$ cat config.mk
export PLATFORM = sky130hd
export DESIGN_NAME = gds_controller
export DESIGN_NICKNAME = d
export VERILOG_FILES = /design/src/gds_pkg.sv /design/src/gds_controller.sv
export VERILOG_INCLUDE_DIRS = /design/src /design/src/src
export SDC_FILE = /design/constraint.sdc
export NUM_CORES = 1
export LEC_CHECK = 0
export BUFFER_PORTS_ARGS = -buffer_cell sky130_fd_sc_hd__buf_2
export CORE_MARGIN = 2
export CORE_UTILIZATION = 59
export CTS_CLUSTER_SIZE = 14
export DETAILED_ROUTE_END_ITERATION = 16
export PLACE_DENSITY = 0.87
export SKIP_LAST_GASP = 1
export SLEW_MARGIN = 25
export SYNTH_ARGS = -nofsm -noshare
export SYNTH_HDL_FRONTEND = slang
export SYNTH_SLANG_ARGS = --single-unit
$ cat constraint.sdc
create_clock -name i_clk -period 4.42 [get_ports i_clk]
set_input_delay 0 -clock i_clk [delete_from_list [all_inputs] [get_ports i_clk]]
set_output_delay 0 -clock i_clk [all_outputs]
set_load 0.05 [all_outputs]
$ cat src/grid_diffusion_sweep_unit_assert.svh
// Assertion macros for the grid diffusion sweep unit.
// Depends on nothing; included by modules that carry assertions.
`ifndef GRID_DIFFUSION_SWEEP_UNIT_ASSERT_SVH
`define GRID_DIFFUSION_SWEEP_UNIT_ASSERT_SVH
// Implication checked on every clock edge outside reset.
`define GDS_ASSERT_IMPL(lbl, clk, rst_n, ante, cons) \
    lbl: assert property (@(posedge clk) disable iff (!rst_n) (ante) |-> (cons)) \
        else $error("gds check failed");
// Next-cycle implication checked outside reset.
`define GDS_ASSERT_NEXT(lbl, clk, rst_n, ante, cons) \
    lbl: assert property (@(posedge clk) disable iff (!rst_n) (ante) |=> (cons)) \
        else $error("gds check failed");
`endif

$ cat src/gds_pkg.sv
// Shared types and constants of the grid diffusion sweep unit.
// Depends on nothing.
package gds_pkg;
    localparam logic [1:0] REQ_ADD    = 2'd0;
    localparam logic [1:0] REQ_TICK   = 2'd1;
    localparam logic [1:0] REQ_READ   = 2'd2;
    localparam logic [1:0] REQ_UNUSED = 2'd3;

    localparam logic [1:0] CFG_SIZE_X = 2'd0;
    localparam logic [1:0] CFG_SIZE_Y = 2'd1;
    localparam logic [1:0] CFG_SIZE_Z = 2'd2;
    localparam logic [1:0] CFG_RATE   = 2'd3;

    // widest cell address: three 5-bit coordinates
    localparam int ADDR_W = 15;

    // datapath operations
    localparam logic [3:0] OP_NONE     = 4'd0;
    localparam logic [3:0] OP_CLR      = 4'd1;  // write zero at address
    localparam logic [3:0] OP_RD       = 4'd2;  // issue read at address
    localparam logic [3:0] OP_ADDAMT   = 4'd3;  // write sat(rdata + amount)
    localparam logic [3:0] OP_CAPV     = 4'd4;  // capture center value
    localparam logic [3:0] OP_MUL      = 4'd5;  // kept = v*ret >> 16
    localparam logic [3:0] OP_WRKEPT   = 4'd6;  // write kept, latch v - kept
    localparam logic [3:0] OP_ADDSHARE = 4'd7;  // write sat(rdata + share)
    localparam logic [3:0] OP_DIVSTEP  = 4'd8;  // one restoring divide step
    localparam logic [3:0] OP_DIVINIT  = 4'd9;  // set up retention divide
    localparam logic [3:0] OP_SHSTEP   = 4'd10; // share = (v - kept) / 6 by reciprocal
    localparam logic [3:0] OP_CAPRES   = 4'd11; // capture read result

    typedef struct packed {
        logic [3:0]        op;
        logic [ADDR_W-1:0] addr;
    } t_dp_cmd;

    typedef struct packed {
        logic div_done;
    } t_dp_status;
endpackage

$ cat src/gds_controller.sv
// Controller: sequences clearing, requests and the diffusion sweep.
// Depends on gds_pkg and the assertion header.
`include "grid_diffusion_sweep_unit_assert.svh"
module gds_controller #(
    parameter int MAX_X = 16,
    parameter int MAX_Y = 16,
    parameter int MAX_Z = 16,
    parameter int XW = 4,
    parameter int YW = 4,
    parameter int ZW = 4,
    parameter int AW = 12
) (
    input  logic                i_clk,
    input  logic                i_rst_n,
    input  logic                i_start,
    input  logic [1:0]          i_req_type,
    input  logic [4:0]          i_cell_x,
    input  logic [4:0]          i_cell_y,
    input  logic [4:0]          i_cell_z,
    input  logic [4:0]          i_size_x,
    input  logic [4:0]          i_size_y,
    input  logic [4:0]          i_size_z,
    input  gds_pkg::t_dp_status i_status,
    output gds_pkg::t_dp_cmd    o_cmd,
    output logic                o_busy,
    output logic                o_done,
    output logic                o_in_grid,
    output logic                o_use_result
);
    localparam logic [3:0] S_CLEAR  = 4'd0;
    localparam logic [3:0] S_IDLE   = 4'd1;
    localparam logic [3:0] S_ARD    = 4'd2;
    localparam logic [3:0] S_AWAIT  = 4'd3;
    localparam logic [3:0] S_AWR    = 4'd4;
    localparam logic [3:0] S_ACAP   = 4'd5;
    localparam logic [3:0] S_DIV    = 4'd6;
    localparam logic [3:0] S_CRD    = 4'd7;
    localparam logic [3:0] S_CCAP   = 4'd8;
    localparam logic [3:0] S_CMUL   = 4'd9;
    localparam logic [3:0] S_CWR    = 4'd10;
    localparam logic [3:0] S_SHDIV  = 4'd11;
    localparam logic [3:0] S_NRD    = 4'd12;
    localparam logic [3:0] S_NWR    = 4'd13;
    localparam logic [3:0] S_NEXT   = 4'd14;
    localparam logic [3:0] S_DONE   = 4'd15;

    localparam int CW = XW + YW + ZW;
    localparam int PW = gds_pkg::ADDR_W;

    logic [3:0]    r_state, n_state;
    logic [AW:0]   r_clr;
    logic [4:0]    r_x, r_y, r_z;
    logic [1:0]    r_req;
    logic          r_in;
    logic [2:0]    r_nb;
    logic [4:0]    lim_x, lim_y, lim_z;
    logic          in_req;
    logic [5:0]    nx, ny, nz;
    logic          nb_in;
    logic [AW-1:0] cur_addr, nb_addr;

    assign lim_x = ({1'b0, i_size_x} > 6'(MAX_X)) ? 5'(MAX_X) : i_size_x;
    assign lim_y = ({1'b0, i_size_y} > 6'(MAX_Y)) ? 5'(MAX_Y) : i_size_y;
    assign lim_z = ({1'b0, i_size_z} > 6'(MAX_Z)) ? 5'(MAX_Z) : i_size_z;
    assign in_req = (i_cell_x < lim_x) && (i_cell_y < lim_y) && (i_cell_z < lim_z);

    // neighbour coordinates: order z+1, z-1, y+1, y-1, x+1, x-1
    always_comb begin
        nx = {1'b0, r_x};
        ny = {1'b0, r_y};
        nz = {1'b0, r_z};
        unique case (r_nb)
            3'd0: nz = {1'b0, r_z} + 6'd1;
            3'd1: nz = {1'b0, r_z} - 6'd1;
            3'd2: ny = {1'b0, r_y} + 6'd1;
            3'd3: ny = {1'b0, r_y} - 6'd1;
            3'd4: nx = {1'b0, r_x} + 6'd1;
            default: nx = {1'b0, r_x} - 6'd1;
        endcase
    end
    // underflow wraps to 63, caught by the limit compare
    assign nb_in = (nx < {1'b0, lim_x}) && (ny < {1'b0, lim_y}) && (nz < {1'b0, lim_z});
    assign cur_addr = AW'({r_z[ZW-1:0], r_y[YW-1:0], r_x[XW-1:0]});
    assign nb_addr  = AW'({nz[ZW-1:0], ny[YW-1:0], nx[XW-1:0]});

    always_comb begin
        n_state = r_state;
        o_cmd.op = gds_pkg::OP_NONE;
        o_cmd.addr = PW'(cur_addr);
        unique case (r_state)
            S_CLEAR: begin
                o_cmd.op = gds_pkg::OP_CLR;
                o_cmd.addr = PW'(r_clr[AW-1:0]);
                if (r_clr[AW-1:0] == {AW{1'b1}}) n_state = S_IDLE;
            end
            S_IDLE: begin
                if (i_start) begin
                    if (i_req_type == gds_pkg::REQ_TICK) begin
                        o_cmd.op = gds_pkg::OP_DIVINIT;
                        n_state = S_DIV;
                    end else if ((i_req_type == gds_pkg::REQ_ADD ||
                                  i_req_type == gds_pkg::REQ_READ) && in_req) begin
                        n_state = S_ARD;
                    end else begin
                        n_state = S_DONE;
                    end
                end
            end
            S_ARD: begin
                o_cmd.op = gds_pkg::OP_RD;
                n_state = S_AWAIT;
            end
            S_AWAIT: begin
                if (r_req == gds_pkg::REQ_ADD) begin
                    o_cmd.op = gds_pkg::OP_ADDAMT;
                    n_state = S_AWR;
                end else begin
                    o_cmd.op = gds_pkg::OP_CAPRES;
                    n_state = S_DONE;
                end
            end
            S_AWR: begin
                o_cmd.op = gds_pkg::OP_RD;
                n_state = S_ACAP;
            end
            S_ACAP: begin
                o_cmd.op = gds_pkg::OP_CAPRES;
                n_state = S_DONE;
            end
            S_DIV: begin
                o_cmd.op = gds_pkg::OP_DIVSTEP;
                if (i_status.div_done) begin
                    n_state = (lim_x == 5'd0 || lim_y == 5'd0 || lim_z == 5'd0) ?
                              S_DONE : S_CRD;
                end
            end
            S_CRD: begin
                o_cmd.op = gds_pkg::OP_RD;
                n_state = S_CCAP;
            end
            S_CCAP: begin
                o_cmd.op = gds_pkg::OP_CAPV;
                n_state = S_CMUL;
            end
            S_CMUL: begin
                o_cmd.op = gds_pkg::OP_MUL;
                n_state = S_CWR;
            end
            S_CWR: begin
                o_cmd.op = gds_pkg::OP_WRKEPT;
                n_state = S_SHDIV;
            end
            S_SHDIV: begin
                o_cmd.op = gds_pkg::OP_SHSTEP;
                n_state = S_NRD;
            end
            S_NRD: begin
                o_cmd.addr = PW'(nb_addr);
                if (nb_in) begin
                    o_cmd.op = gds_pkg::OP_RD;
                    n_state = S_NWR;
                end else begin
                    n_state = (r_nb == 3'd5) ? S_NEXT : S_NRD;
                end
            end
            S_NWR: begin
                o_cmd.addr = PW'(nb_addr);
                o_cmd.op = gds_pkg::OP_ADDSHARE;
                n_state = (r_nb == 3'd5) ? S_NEXT : S_NRD;
            end
            S_NEXT: begin
                n_state = (r_x == 5'd0 && r_y == 5'd0 && r_z == 5'd0) ? S_DONE : S_CRD;
            end
            default: begin
                n_state = S_IDLE;
            end
        endcase
    end

    always_ff @(posedge i_clk) begin
        if (!i_rst_n) begin
            r_state <= S_CLEAR;
            r_clr   <= '0;
            r_nb    <= '0;
        end else begin
            r_state <= n_state;
            if (r_state == S_CLEAR) r_clr <= r_clr + 1'b1;
            if (r_state == S_IDLE && i_start) begin
                r_req <= i_req_type;
                r_in  <= (i_req_type == gds_pkg::REQ_TICK) ||
                         ((i_req_type == gds_pkg::REQ_ADD ||
                           i_req_type == gds_pkg::REQ_READ) && in_req);
                if (i_req_type == gds_pkg::REQ_TICK) begin
                    r_x <= lim_x - 5'd1;
                    r_y <= lim_y - 5'd1;
                    r_z <= lim_z - 5'd1;
                end else begin
                    r_x <= i_cell_x;
                    r_y <= i_cell_y;
                    r_z <= i_cell_z;
                end
            end
            if ((r_state == S_NRD && !nb_in) || r_state == S_NWR) begin
                r_nb <= (r_nb == 3'd5) ? 3'd0 : r_nb + 3'd1;
            end
            if (r_state == S_NEXT) begin
                if (r_x != 5'd0) begin
                    r_x <= r_x - 5'd1;
                end else begin
                    r_x <= lim_x - 5'd1;
                    if (r_y != 5'd0) begin
                        r_y <= r_y - 5'd1;
                    end else begin
                        r_y <= lim_y - 5'd1;
                        r_z <= r_z - 5'd1;
                    end
                end
            end
        end
    end

    assign o_busy = (r_state != S_IDLE);
    assign o_done = (r_state == S_DONE);
    assign o_in_grid = r_in;
    assign o_use_result = (r_req != gds_pkg::REQ_TICK);

    `GDS_ASSERT_NEXT(a_done_one, i_clk, i_rst_n, o_done, !o_done)
    `GDS_ASSERT_IMPL(a_nb_range, i_clk, i_rst_n, r_state == S_NWR, nb_in)
    `GDS_ASSERT_NEXT(a_start_busy, i_clk, i_rst_n, i_start && !o_busy, o_busy)
    `GDS_ASSERT_IMPL(a_cw_fits, i_clk, i_rst_n, 1'b1, CW <= AW)
endmodule

==> flow_summary.yaml, run 1 <==
flow_run:
  max_cap_viol_count: 0
global_routing:
  grt_start_max_net_pins: 22
  grt.total_usage_pct: 29.5
  globalRouteOverflowTotal: 0
  grt_antenna_before_repair: 0
  wire_length_of_the_first_global_routing_pass_mm: 18.0
  first_global_vias: 3780
timing:
  worst_slew_pin_slew_ps: 722
  final_setup_slack_of_the_worst_path_ps: 291
  finalCriticalPeriod_ps: 4130
  final-hold-violation-count: 0
  maxSlewHeadroom_pct: 51.8
  rsz0062_at_grt: "false"
  max_freq_ghz: 0.242
  setup-violations-final: 0
  timing.setup.tns_ps: 0
  finalClockSkew_ps: 6.26
  drv_slew: 0
  final.period_utilization_pct: 93.4
place:
  buffer_ports.inserted: 55
  dpl_cell_area_mm2: 0.00434
  post_place_setup_slack_ps: 487
  place_congestion: 0.923
  place_hpwl_mm: 8.63
route:
  route.vias.total: 4212
  detailedRoute.firstPassIterationCount: 7
  drc_markers: 0
  routed_wirelength_mm: 11.2
  post_drt_wl_per_cell_um: 17.3
  first_iter_violations: 453
  antenna_violating_nets_post_route: 0
  vias_per_cell: 6.49
synth:
  prevailing_post_synth_register_cell: "sky130_fd_sc_hd__dfxtp_1"
  async_reset_ff_share_pct: 0
  yosysTopAreaCell: "sky130_fd_sc_hd__edfxtp_1"
  synth_seq_area_share_pct: 22.5
  yosys_warnings: 0
  synth_area_mm2: 0.00409
  synthCells: 533
  yosysUniqueCellTypes: 70
  netlist.area_leader.share_pct: 13.2
  synth_enable_flop_cells: 18
  synth.ff_latch_count: 37
  synth_area_per_cell_um2: 7.68
  synth.top_cells.by_area: "sky130_fd_sc_hd__edfxtp_1 13%, sky130_fd_sc_hd__ha_1 12%, sky130_fd_sc_hd__dfxtp_1 9.3%"
pwr:
  leakagePower_uw: 0.00190
  power_density_mw_per_mm2: 199
  total_power_uw: 897
  worst_ir_drop_vdd_uv: 125
floorplanning:
  die-width_um: 87.3
  placeableCoreArea_mm2: 0.00676
  core.rowCount: 30
  i_o_pins: 59
  die_area_mm2: 0.00762
  start_util_pct: 60.6
  die_h_um: 87.3
layout:
  finish.instance_area_mm2: 0.00450
  post_route_cells_drive_above_1_share_pct: 15.3
  most_common_cell_after_layout_fill_and_taps_aside: "sky130_fd_sc_hd__nor2_1"
  design.final.nets: 644
  antenna-diode-count: 0
  finish.utilization_pct: 66.6
  fillers: 566
  layout_overhead_on_the_synthesized_area_pct: 10.0
  layout_common_cells: "61 x sky130_fd_sc_hd__nor2_1, 59 x sky130_fd_sc_hd__nand2_1, 55 x sky130_fd_sc_hd__buf_2"
clocking:
  cts.clk_slew.worst_paths_ps: 90
  ctsHtreeMaxLevel: 2
  cts_tree: "yes"
  cts_root_buffer: "sky130_fd_sc_hd__clkbuf_8"
  cts-buffers-inserted: 5
  worst_case_clock_buffer_depth: 2
  clock_sinks: 37
  clkLatencyLatePin_ps: 300
setup_path:
  cell_breakdown_of_the_critical_path: "nor2_1 -> nand2_1 -> inv_1 -> fa_1 -> inv_1 -> a21o_1 -> a21oi_1 -> xnor2_1 -> mux2_2 -> ha_1 -> or4_1 -> a21oi_1 -> nand4_1 -> nor4_4 -> a21oi_1 -> o21ai_1 -> buf_2"
  critical_path_arrival_ps: 4130
  critPathTopFamily: "simple AND/OR/NAND/NOR gates"
  critPathMaxStageDelay_ps: 510
  startpoint_type: "flip-flop"
  timing_worst_setup_path_type: "reg2out"
  endpoint_kind: "primary output"
  cp_data_required_time_ps: 4420
  crit_slowest_cell: "sky130_fd_sc_hd__or4_1"
  timing.critical_path.fanout_max: 14
  worst_path_most_repeated_cell: "sky130_fd_sc_hd__a21oi_1"
  worst-r2r-setup-slack_ps: 620
  cp_num_buf_inv: 3
min_path:
  timing.hold.worst.class: "in2reg"
outcome:
  run_status: "finished, final reports clean"
==> per-layer routing <==
| metal | vias up | wire, um | part of all wire (%) | global-route usage (%) |
|---|---|---|---|---|
| li1 | 1998 | - | - | - |
| met1 | 1966 | 4860 | 43 | 39.1 |
| met2 | 212 | 5200 | 46 | 47.5 |
| met3 | 36 | 817 | 7.3 | 5.69 |
| met4 | 0 | 352 | 3.1 | 10.8 |
| met5 | - | 0 | 0 | 0 |
==> repair_timing <==
action | 4_1_cts | 5_1_grt
endpoints found under the hold margin | 2 | 0
buffers inserted | 0 | 0
resized for setup | 0 | 6
setup endpoints to repair | 0 | 1
hold buffers | 2 | 0
==> state kept, by name (all words and copies together) (netlist names) <==
register	flops
r_state	4
r_req	2
r_clr	12
r_x	5
o_in_grid	1
r_z	5
r_nb	3
r_y	5
==> metrics by stage <==
stage	std cells	hold slack, ps
global placement	639	201
floorplan	535	98.9
global route	649	63.1
CTS	649	52.5
finish	649	59.1
detailed placement	639	213
==> cells by family (layout without fill, tap and decap cells) <==
group | after synthesis | count (layout) | synth area share, %
AOI/OAI and AO/OA | 143 | 143 | 22.6
xor gates and xnor gates | 35 | 35 | 7.49
adders and majority gates | 40 | 40 | 12.4
buffers and inverters | 56 | 90 | 5.93
DFF | 37 | 37 | 22.5
muxes | 10 | 10 | 2.51
other | 1 | 3 | 0.0916
and+or+nand+nor | 211 | 211 | 26.5
==> cells in the mapped netlist (5+ instances only) <==
| library cell | n |
|---|---|
| sky130_fd_sc_hd__o22ai_1 | 5 |
| sky130_fd_sc_hd__a31oi_1 | 5 |
| sky130_fd_sc_hd__nand3_1 | 12 |
| sky130_fd_sc_hd__nand2_1 | 59 |
| sky130_fd_sc_hd__clkbuf_1 | 21 |
| sky130_fd_sc_hd__a21oi_1 | 41 |
| sky130_fd_sc_hd__inv_1 | 21 |
| sky130_fd_sc_hd__a221o_1 | 6 |
| sky130_fd_sc_hd__nand2b_1 | 9 |
| sky130_fd_sc_hd__nor2_1 | 62 |
| sky130_fd_sc_hd__a211oi_1 | 10 |
| sky130_fd_sc_hd__mux2i_1 | 8 |
| sky130_fd_sc_hd__xor2_1 | 17 |
| sky130_fd_sc_hd__nand4_1 | 8 |
| sky130_fd_sc_hd__and3_1 | 6 |
| sky130_fd_sc_hd__buf_2 | 5 |
| sky130_fd_sc_hd__dfxtp_1 | 19 |
| sky130_fd_sc_hd__ha_1 | 39 |
| sky130_fd_sc_hd__nor2b_1 | 6 |
| sky130_fd_sc_hd__nor3_1 | 14 |
| sky130_fd_sc_hd__xnor2_1 | 18 |
| sky130_fd_sc_hd__edfxtp_1 | 18 |
| sky130_fd_sc_hd__or3_1 | 5 |
| sky130_fd_sc_hd__o21a_1 | 5 |
| sky130_fd_sc_hd__o21ai_0 | 32 |
| sky130_fd_sc_hd__a21o_1 | 7 |
| sky130_fd_sc_hd__o211ai_1 | 5 |
==> final timing paths <==
path | endpoint | startpoint | cells after the start
max | o_cmd[16] | r_nb[0] | 17
min | r_x[0] | i_size_x[0] | 2
max reg2reg | r_state[1] | r_nb[0] | 16
min reg2reg | r_clr[11] | r_clr[11] | 2
==> report_power, final <==
| part | internal, uW | leakage [uW] | switching [uW] |
|---|---|---|---|
| clock network | 179 | 0.0000645 | 136 |
| logic | 77.2 | 0.00151 | 118 |
| registers | 369 | 0.000325 | 17.8 |
| total | 625 | 0.00190 | 272 |
==> cell type report <==
| cell class | count | area (um^2) | share of cell area (%) |
|---|---|---|---|
| Inverter | 22 | 82.6 | 1.83 |
| Clock buffer | 7 | 119 | 2.64 |
| Tap cell | 80 | 100 | 2.22 |
| Clock inverter | 1 | 5.00 | 0.111 |
| Sequential cell | 37 | 925 | 20.5 |
| Multi-Input combinational cell | 442 | 2950 | 65.6 |
| Timing Repair Buffer | 60 | 318 | 7.06 |
(Power assumes the default switching activity.)
==> run 2: changes to the inputs <==
--- a/config.mk
+++ b/config.mk
@@ -9,9 +9,10 @@
 export BUFFER_PORTS_ARGS = -buffer_cell sky130_fd_sc_hd__buf_2
 export CORE_MARGIN = 2
 export CORE_UTILIZATION = 59
-export CTS_CLUSTER_SIZE = 14
+export CTS_CLUSTER_SIZE = 12
 export DETAILED_ROUTE_END_ITERATION = 16
-export PLACE_DENSITY = 0.87
+export PLACE_DENSITY_LB_ADDON = 0.1
+export SETUP_SLACK_MARGIN = 0.5
 export SKIP_LAST_GASP = 1
 export SLEW_MARGIN = 25
 export SYNTH_ARGS = -nofsm -noshare
==> flow_summary.yaml, run 2 (synthesized netlist as in run 1, its figures left out) <==
place:
  place_hpwl_mm: 8.75
  placed_cells_incl_taps: 640
  place_congestion: 0.943
  buffer_ports.inserted: 55
clocking:
  cts-buffers-inserted: 5
  cts_root_buffer: "sky130_fd_sc_hd__clkbuf_8"
  clock_sinks: 37
  clkLatencyLatePin_ps: 300
  cts_tree: "yes"
  cts.clk_slew.worst_paths_ps: 100
  worst_case_clock_buffer_depth: 2
  ctsHtreeMaxLevel: 2
outcome:
  run_status: "finished, final reports clean"
route:
  first_iter_violations: 273
  routed_wirelength_mm: 11.7
  antenna_violating_nets_post_route: 0
  post_drt_wl_per_cell_um: 17.7
  vias_per_cell: 6.35
  route.vias.total: 4177
  drc_markers: 0
  detailedRoute.firstPassIterationCount: 5
layout:
  layout_common_cells: "60 x sky130_fd_sc_hd__nor2_1, 58 x sky130_fd_sc_hd__nand2_1, 54 x sky130_fd_sc_hd__buf_2"
  registers.top_by_ff_count: "r_clr"
  post_route_cells_drive_above_1_share_pct: 18.5
  post_layout_nonfiller_instances: 658
  most_common_cell_after_layout_fill_and_taps_aside: "sky130_fd_sc_hd__nor2_1"
  fillers: 587
  layout_overhead_on_the_synthesized_area_pct: 12.6
  area_used_by_multi_input_combinational_logic_mm2: 0.00300
  sequential_cell_area_um2: 932
  design.final.nets: 653
  antenna-diode-count: 0
  largest_register_ff_count: 12
setup_path:
  timing_worst_setup_path_type: "reg2out"
  timing.critical_path.fanout_max: 13
  critical_path_arrival_ps: 3820
  endpoint_kind: "primary output"
  cp_data_required_time_ps: 4420
  startpoint_type: "flip-flop"
timing:
  final-hold-violation-count: 0
  setup-violations-final: 0
  finalCriticalPeriod_ps: 3820
  drv_slew: 0
  timing.setup.tns_ps: 0
  maxSlewHeadroom_pct: 49.6
  final.period_utilization_pct: 86.4
  finalClockSkew_ps: 9.85
  rsz0062_at_grt: "false"
  max_freq_ghz: 0.262
  worst_slew_pin_slew_ps: 755
min_path:
  timing.hold.worst.class: "in2reg"
floorplanning:
  placeableCoreArea_mm2: 0.00676
  i_o_pins: 59
  die_h_um: 87.3
  die-width_um: 87.3
  die_area_mm2: 0.00762
  start_util_pct: 60.6
  core.rowCount: 30
global_routing:
  grt_antenna_before_repair: 0
  grt_start_max_net_pins: 22
  globalRouteOverflowTotal: 0
  wire_length_of_the_first_global_routing_pass_mm: 18.6
  grt.total_usage_pct: 30.9
  first_global_vias: 3836
pwr:
  total_power_uw: 842
  power_density_mw_per_mm2: 183
  leakagePower_uw: 0.00194
  worst_ir_drop_vdd_uv: 113
flow_run:
  max_cap_viol_count: 0
[run 2: changes by cell type in the layout (fill, tap and decap cells not counted), sizes merged]
cell / delta
clkinvlp: +1
clkbuf: -2
inv: -1
clkinv: +2
buf: +9
[run 2: critical path: stages, from the launching register on]
cell and delay [ps]:
sky130_fd_sc_hd__dfxtp_4 420, sky130_fd_sc_hd__and2_4 180, sky130_fd_sc_hd__ha_4 220, sky130_fd_sc_hd__xor2_1 190, sky130_fd_sc_hd__ha_2 250, sky130_fd_sc_hd__a211oi_2 80
sky130_fd_sc_hd__a21oi_1 150, sky130_fd_sc_hd__nand2_1 70, sky130_fd_sc_hd__a21oi_1 190, sky130_fd_sc_hd__xor2_1 90, sky130_fd_sc_hd__ha_1 200, sky130_fd_sc_hd__or4_1 420
sky130_fd_sc_hd__a21oi_2 130, sky130_fd_sc_hd__nand4_1 130, sky130_fd_sc_hd__nor4_4 350, sky130_fd_sc_hd__a21oi_2 100, sky130_fd_sc_hd__o21ai_2 160, sky130_fd_sc_hd__buf_6 170
[run 2: path summary, 6_finish.rpt]
path / cells past startpoint / start / endpoint / slack (ps)
max: 17 / r_nb[1] / o_cmd[16] / 600
min: 2 / i_size_x[0] / r_x[0] / 60
max reg2reg: 17 / r_nb[1] / r_state[1] / 690
min reg2reg: 2 / r_clr[11] / r_clr[11] / 550
[run 2: cell type report]
type | instances | share of cell area [%]
Timing Repair Buffer | 69 | 8.58
Multi-Input combinational cell | 442 | 65.2
Clock buffer | 5 | 1.49
Sequential cell | 37 | 20.2
Tap cell | 80 | 2.17
Clock inverter | 3 | 0.489
Inverter | 22 | 1.87
[run 2: through the flow]
stage / cell area [um^2] / hold WS [ps] / setup WS, ps / util [%]
after floorplan: 4100 / 98.9 / 543 / -
after global placement: 4350 / 205 / 567 / 64.4
after detailed placement: 4350 / 212 / 416 / 64.4
after CTS: 4490 / 59.0 / 544 / 66.4
after global routing: 4610 / 87.9 / 437 / 68.2
final: 4610 / 56.7 / 601 / 68.2
[run 2: routing by layer]
layer | vias to the layer above | GRT usage, % | part of all wire, %
met5 | - | 0 | 0
met4 | 0 | 10.3 | 2.1
met3 | 19 | 3.70 | 5.9
met2 | 164 | 51.3 | 48
met1 | 1974 | 41.3 | 44
li1 | 2020 | - | -
[run 2: where the power goes]
part           switching, uW  leakage, uW  internal (uW)  total [uW]
logic                    115      0.00157           78.5         194
registers               17.4     0.000326            367         384
clock network            152    0.0000481            112         264
total                    284      0.00194            558         842
[run 2: what timing repair did]
action	4_1_cts	5_1_grt
resized for setup	7	19
hold buffers	2	0
pin swaps	1	3
buffers inserted	1	7
setup endpoints to repair	2	2
endpoints found under the hold margin	2	0
==> run 3: changes to the inputs <==
--- a/config.mk
+++ b/config.mk
@@ -11,6 +11,7 @@
 export CORE_UTILIZATION = 59
 export CTS_CLUSTER_SIZE = 12
 export DETAILED_ROUTE_END_ITERATION = 16
+export GPL_TIMING_DRIVEN = 0
 export PLACE_DENSITY_LB_ADDON = 0.1
 export SETUP_SLACK_MARGIN = 0.5
 export SKIP_LAST_GASP = 1
==> flow_summary.yaml, run 3 (synthesized netlist as in run 1, its figures left out) <==
outcome:
  run_status: "finished, final reports clean"
clocking:
  clkLatencyLatePin_ps: 310
  worst_case_clock_buffer_depth: 2
  ctsHtreeMaxLevel: 2
  cts_tree: "yes"
  cts-buffers-inserted: 5
  clock_sinks: 37
  cts.clk_slew.worst_paths_ps: 80
  cts_root_buffer: "sky130_fd_sc_hd__clkbuf_8"
pwr:
  worst_ir_drop_vdd_uv: 138
  leakagePower_uw: 0.00208
  power_density_mw_per_mm2: 174
global_routing:
  grt.total_usage_pct: 31.7
  grt_met1_use_pct: 42.4
  wire_length_of_the_first_global_routing_pass_mm: 18.8
  globalRouteMet2Util_pct: 52.4
  grt_use_met3_pct: 4.83
  grt_start_max_net_pins: 18
  grt_busiest_layer: "met2"
  grt_antenna_before_repair: 0
  first_global_vias: 3868
  globalRouteOverflowTotal: 0
layout:
  layout_common_cells: "59 x sky130_fd_sc_hd__nor2_1, 58 x sky130_fd_sc_hd__nand2_1, 58 x sky130_fd_sc_hd__buf_2"
  layout_overhead_on_the_synthesized_area_pct: 19.1
  finish.instance_area_mm2: 0.00487
  post_route_cells_drive_above_1_share_pct: 22.0
  largest_register_ff_count: 12
  most_common_cell_after_layout_fill_and_taps_aside: "sky130_fd_sc_hd__nor2_1"
  design.final.nets: 692
  antenna-diode-count: 0
  registers.top_by_ff_count: "r_clr"
setup_path:
  startpoint: "r_nb[2]"
  critical_path.reg2reg.startpoint: "r_nb[2]"
  worst_path_most_repeated_cell: "sky130_fd_sc_hd__buf_6"
  endpoint_kind: "primary output"
  critPathMaxStageDelay_ps: 370
  cp_data_required_time_ps: 4420
  cell_breakdown_of_the_critical_path: "buf_6 -> clkinvlp_4 -> buf_4 -> ha_1 -> buf_6 -> nand2_1 -> nand4_1 -> xor2_1 -> nand2_1 -> xnor2_2 -> ha_1 -> a211o_1 -> o221ai_2 -> a21oi_2 -> nor4_4 -> a21oi_2 -> o21ai_2 -> buf_6"
  timing_worst_setup_path_type: "reg2out"
  timing.critical_path.fanout_max: 8
  critical_path_arrival_ps: 3870
  crit_slowest_cell: "sky130_fd_sc_hd__nor4_4"
  startpoint_type: "flip-flop"
route:
  route.vias.total: 4371
  post_drt_wl_per_cell_um: 18.1
  antenna_violating_nets_post_route: 0
  detailedRoute.firstPassIterationCount: 5
  drc_markers: 0
  vias_per_cell: 6.27
  routed_wirelength_mm: 12.6
  first_iter_violations: 417
timing:
  max_freq_ghz: 0.258
  maxSlewHeadroom_pct: 55.2
  finalClockSkew_ps: 6.24
  rsz0062_at_grt: "true"
  final-hold-violation-count: 0
  timing.setup.tns_ps: 0
  finalCriticalPeriod_ps: 3870
  final.period_utilization_pct: 87.6
  setup-violations-final: 0
  drv_slew: 0
  worst_slew_pin_slew_ps: 668
place:
  place_hpwl_mm: 9.34
  place_congestion: 1.00
  dpl_cell_area_mm2: 0.00448
  buffer_ports.inserted: 55
floorplanning:
  die-width_um: 87.3
  die_h_um: 87.3
  placeableCoreArea_mm2: 0.00676
  die_area_mm2: 0.00762
  start_util_pct: 60.6
  i_o_pins: 59
  core.rowCount: 30
flow_run:
  max_cap_viol_count: 0
min_path:
  timing.hold.worst.class: "in2reg"
  min-delay-start: "i_size_x[0]"
==> run 3: changes by cell type in the layout (fill, tap and decap cells not counted), sizes merged <==
cell    before  now
buf         67   89
clkbuf       5   22
==> run 3: metrics by stage <==
step           hold slack [ps]  instances  worst slack, ps  util [%]  power (uW)
6_report                  63.0        697              546      72.1         846
3_5_place_dp               230        670             93.3      66.3         584
4_1_cts                   61.1        681              509      68.8         834
5_1_grt                   99.3        697              416      72.1         881
3_3_place_gp               230        670              183      66.3         577
2_1_floorplan             98.9        535              543         -         519
==> run 3: worst paths after layout <==
kind / depth (start not counted) / slack, ps / end
worst min-delay path: 2 / 60 / r_x[0]
worst max register to register: 19 / 580 / r_state[1]
worst max-delay path: 18 / 550 / o_cmd[16]
worst min register to register: 2 / 550 / r_clr[9]
==> run 3: worst max-delay path, delay by kind of cell (launching register included) <==
family	cells	cell delay, ps
flops	1	330
buf+inv	5	760
compound gates	5	800
xor+xnor	2	450
simple gates	4	730
fa+ha+maj	2	480
==> run 3: where the power goes <==
group	internal, uW	switching [uW]
logic	85.2	131
registers	368	7.55
clock network	112	142
==> run 3: area by class of cell <==
class	count	area, um^2
multi-input cells	442	3040
plain buffers	34	205
inverters	22	86.3
repair buffers	74	429
well taps	80	100
fillers	577	1880
flip-flops and latches	37	926
clock inverters	3	22.5
clock buffers	5	68.8
==> run 3: layer usage <==
layer | wire [um] | vias to the layer above
met5 | 0 | -
met4 | 357 | 0
met3 | 967 | 35
met2 | 6010 | 208
met1 | 5300 | 2029
li1 | - | 2099
==> run 3: what timing repair did <==
action,CTS,global route
hold endpoints to repair,2,0
pin swaps,1,15
resized for setup,19,38
hold buffers,2,0
setup endpoints to repair,6,6
setup buffers,1,16
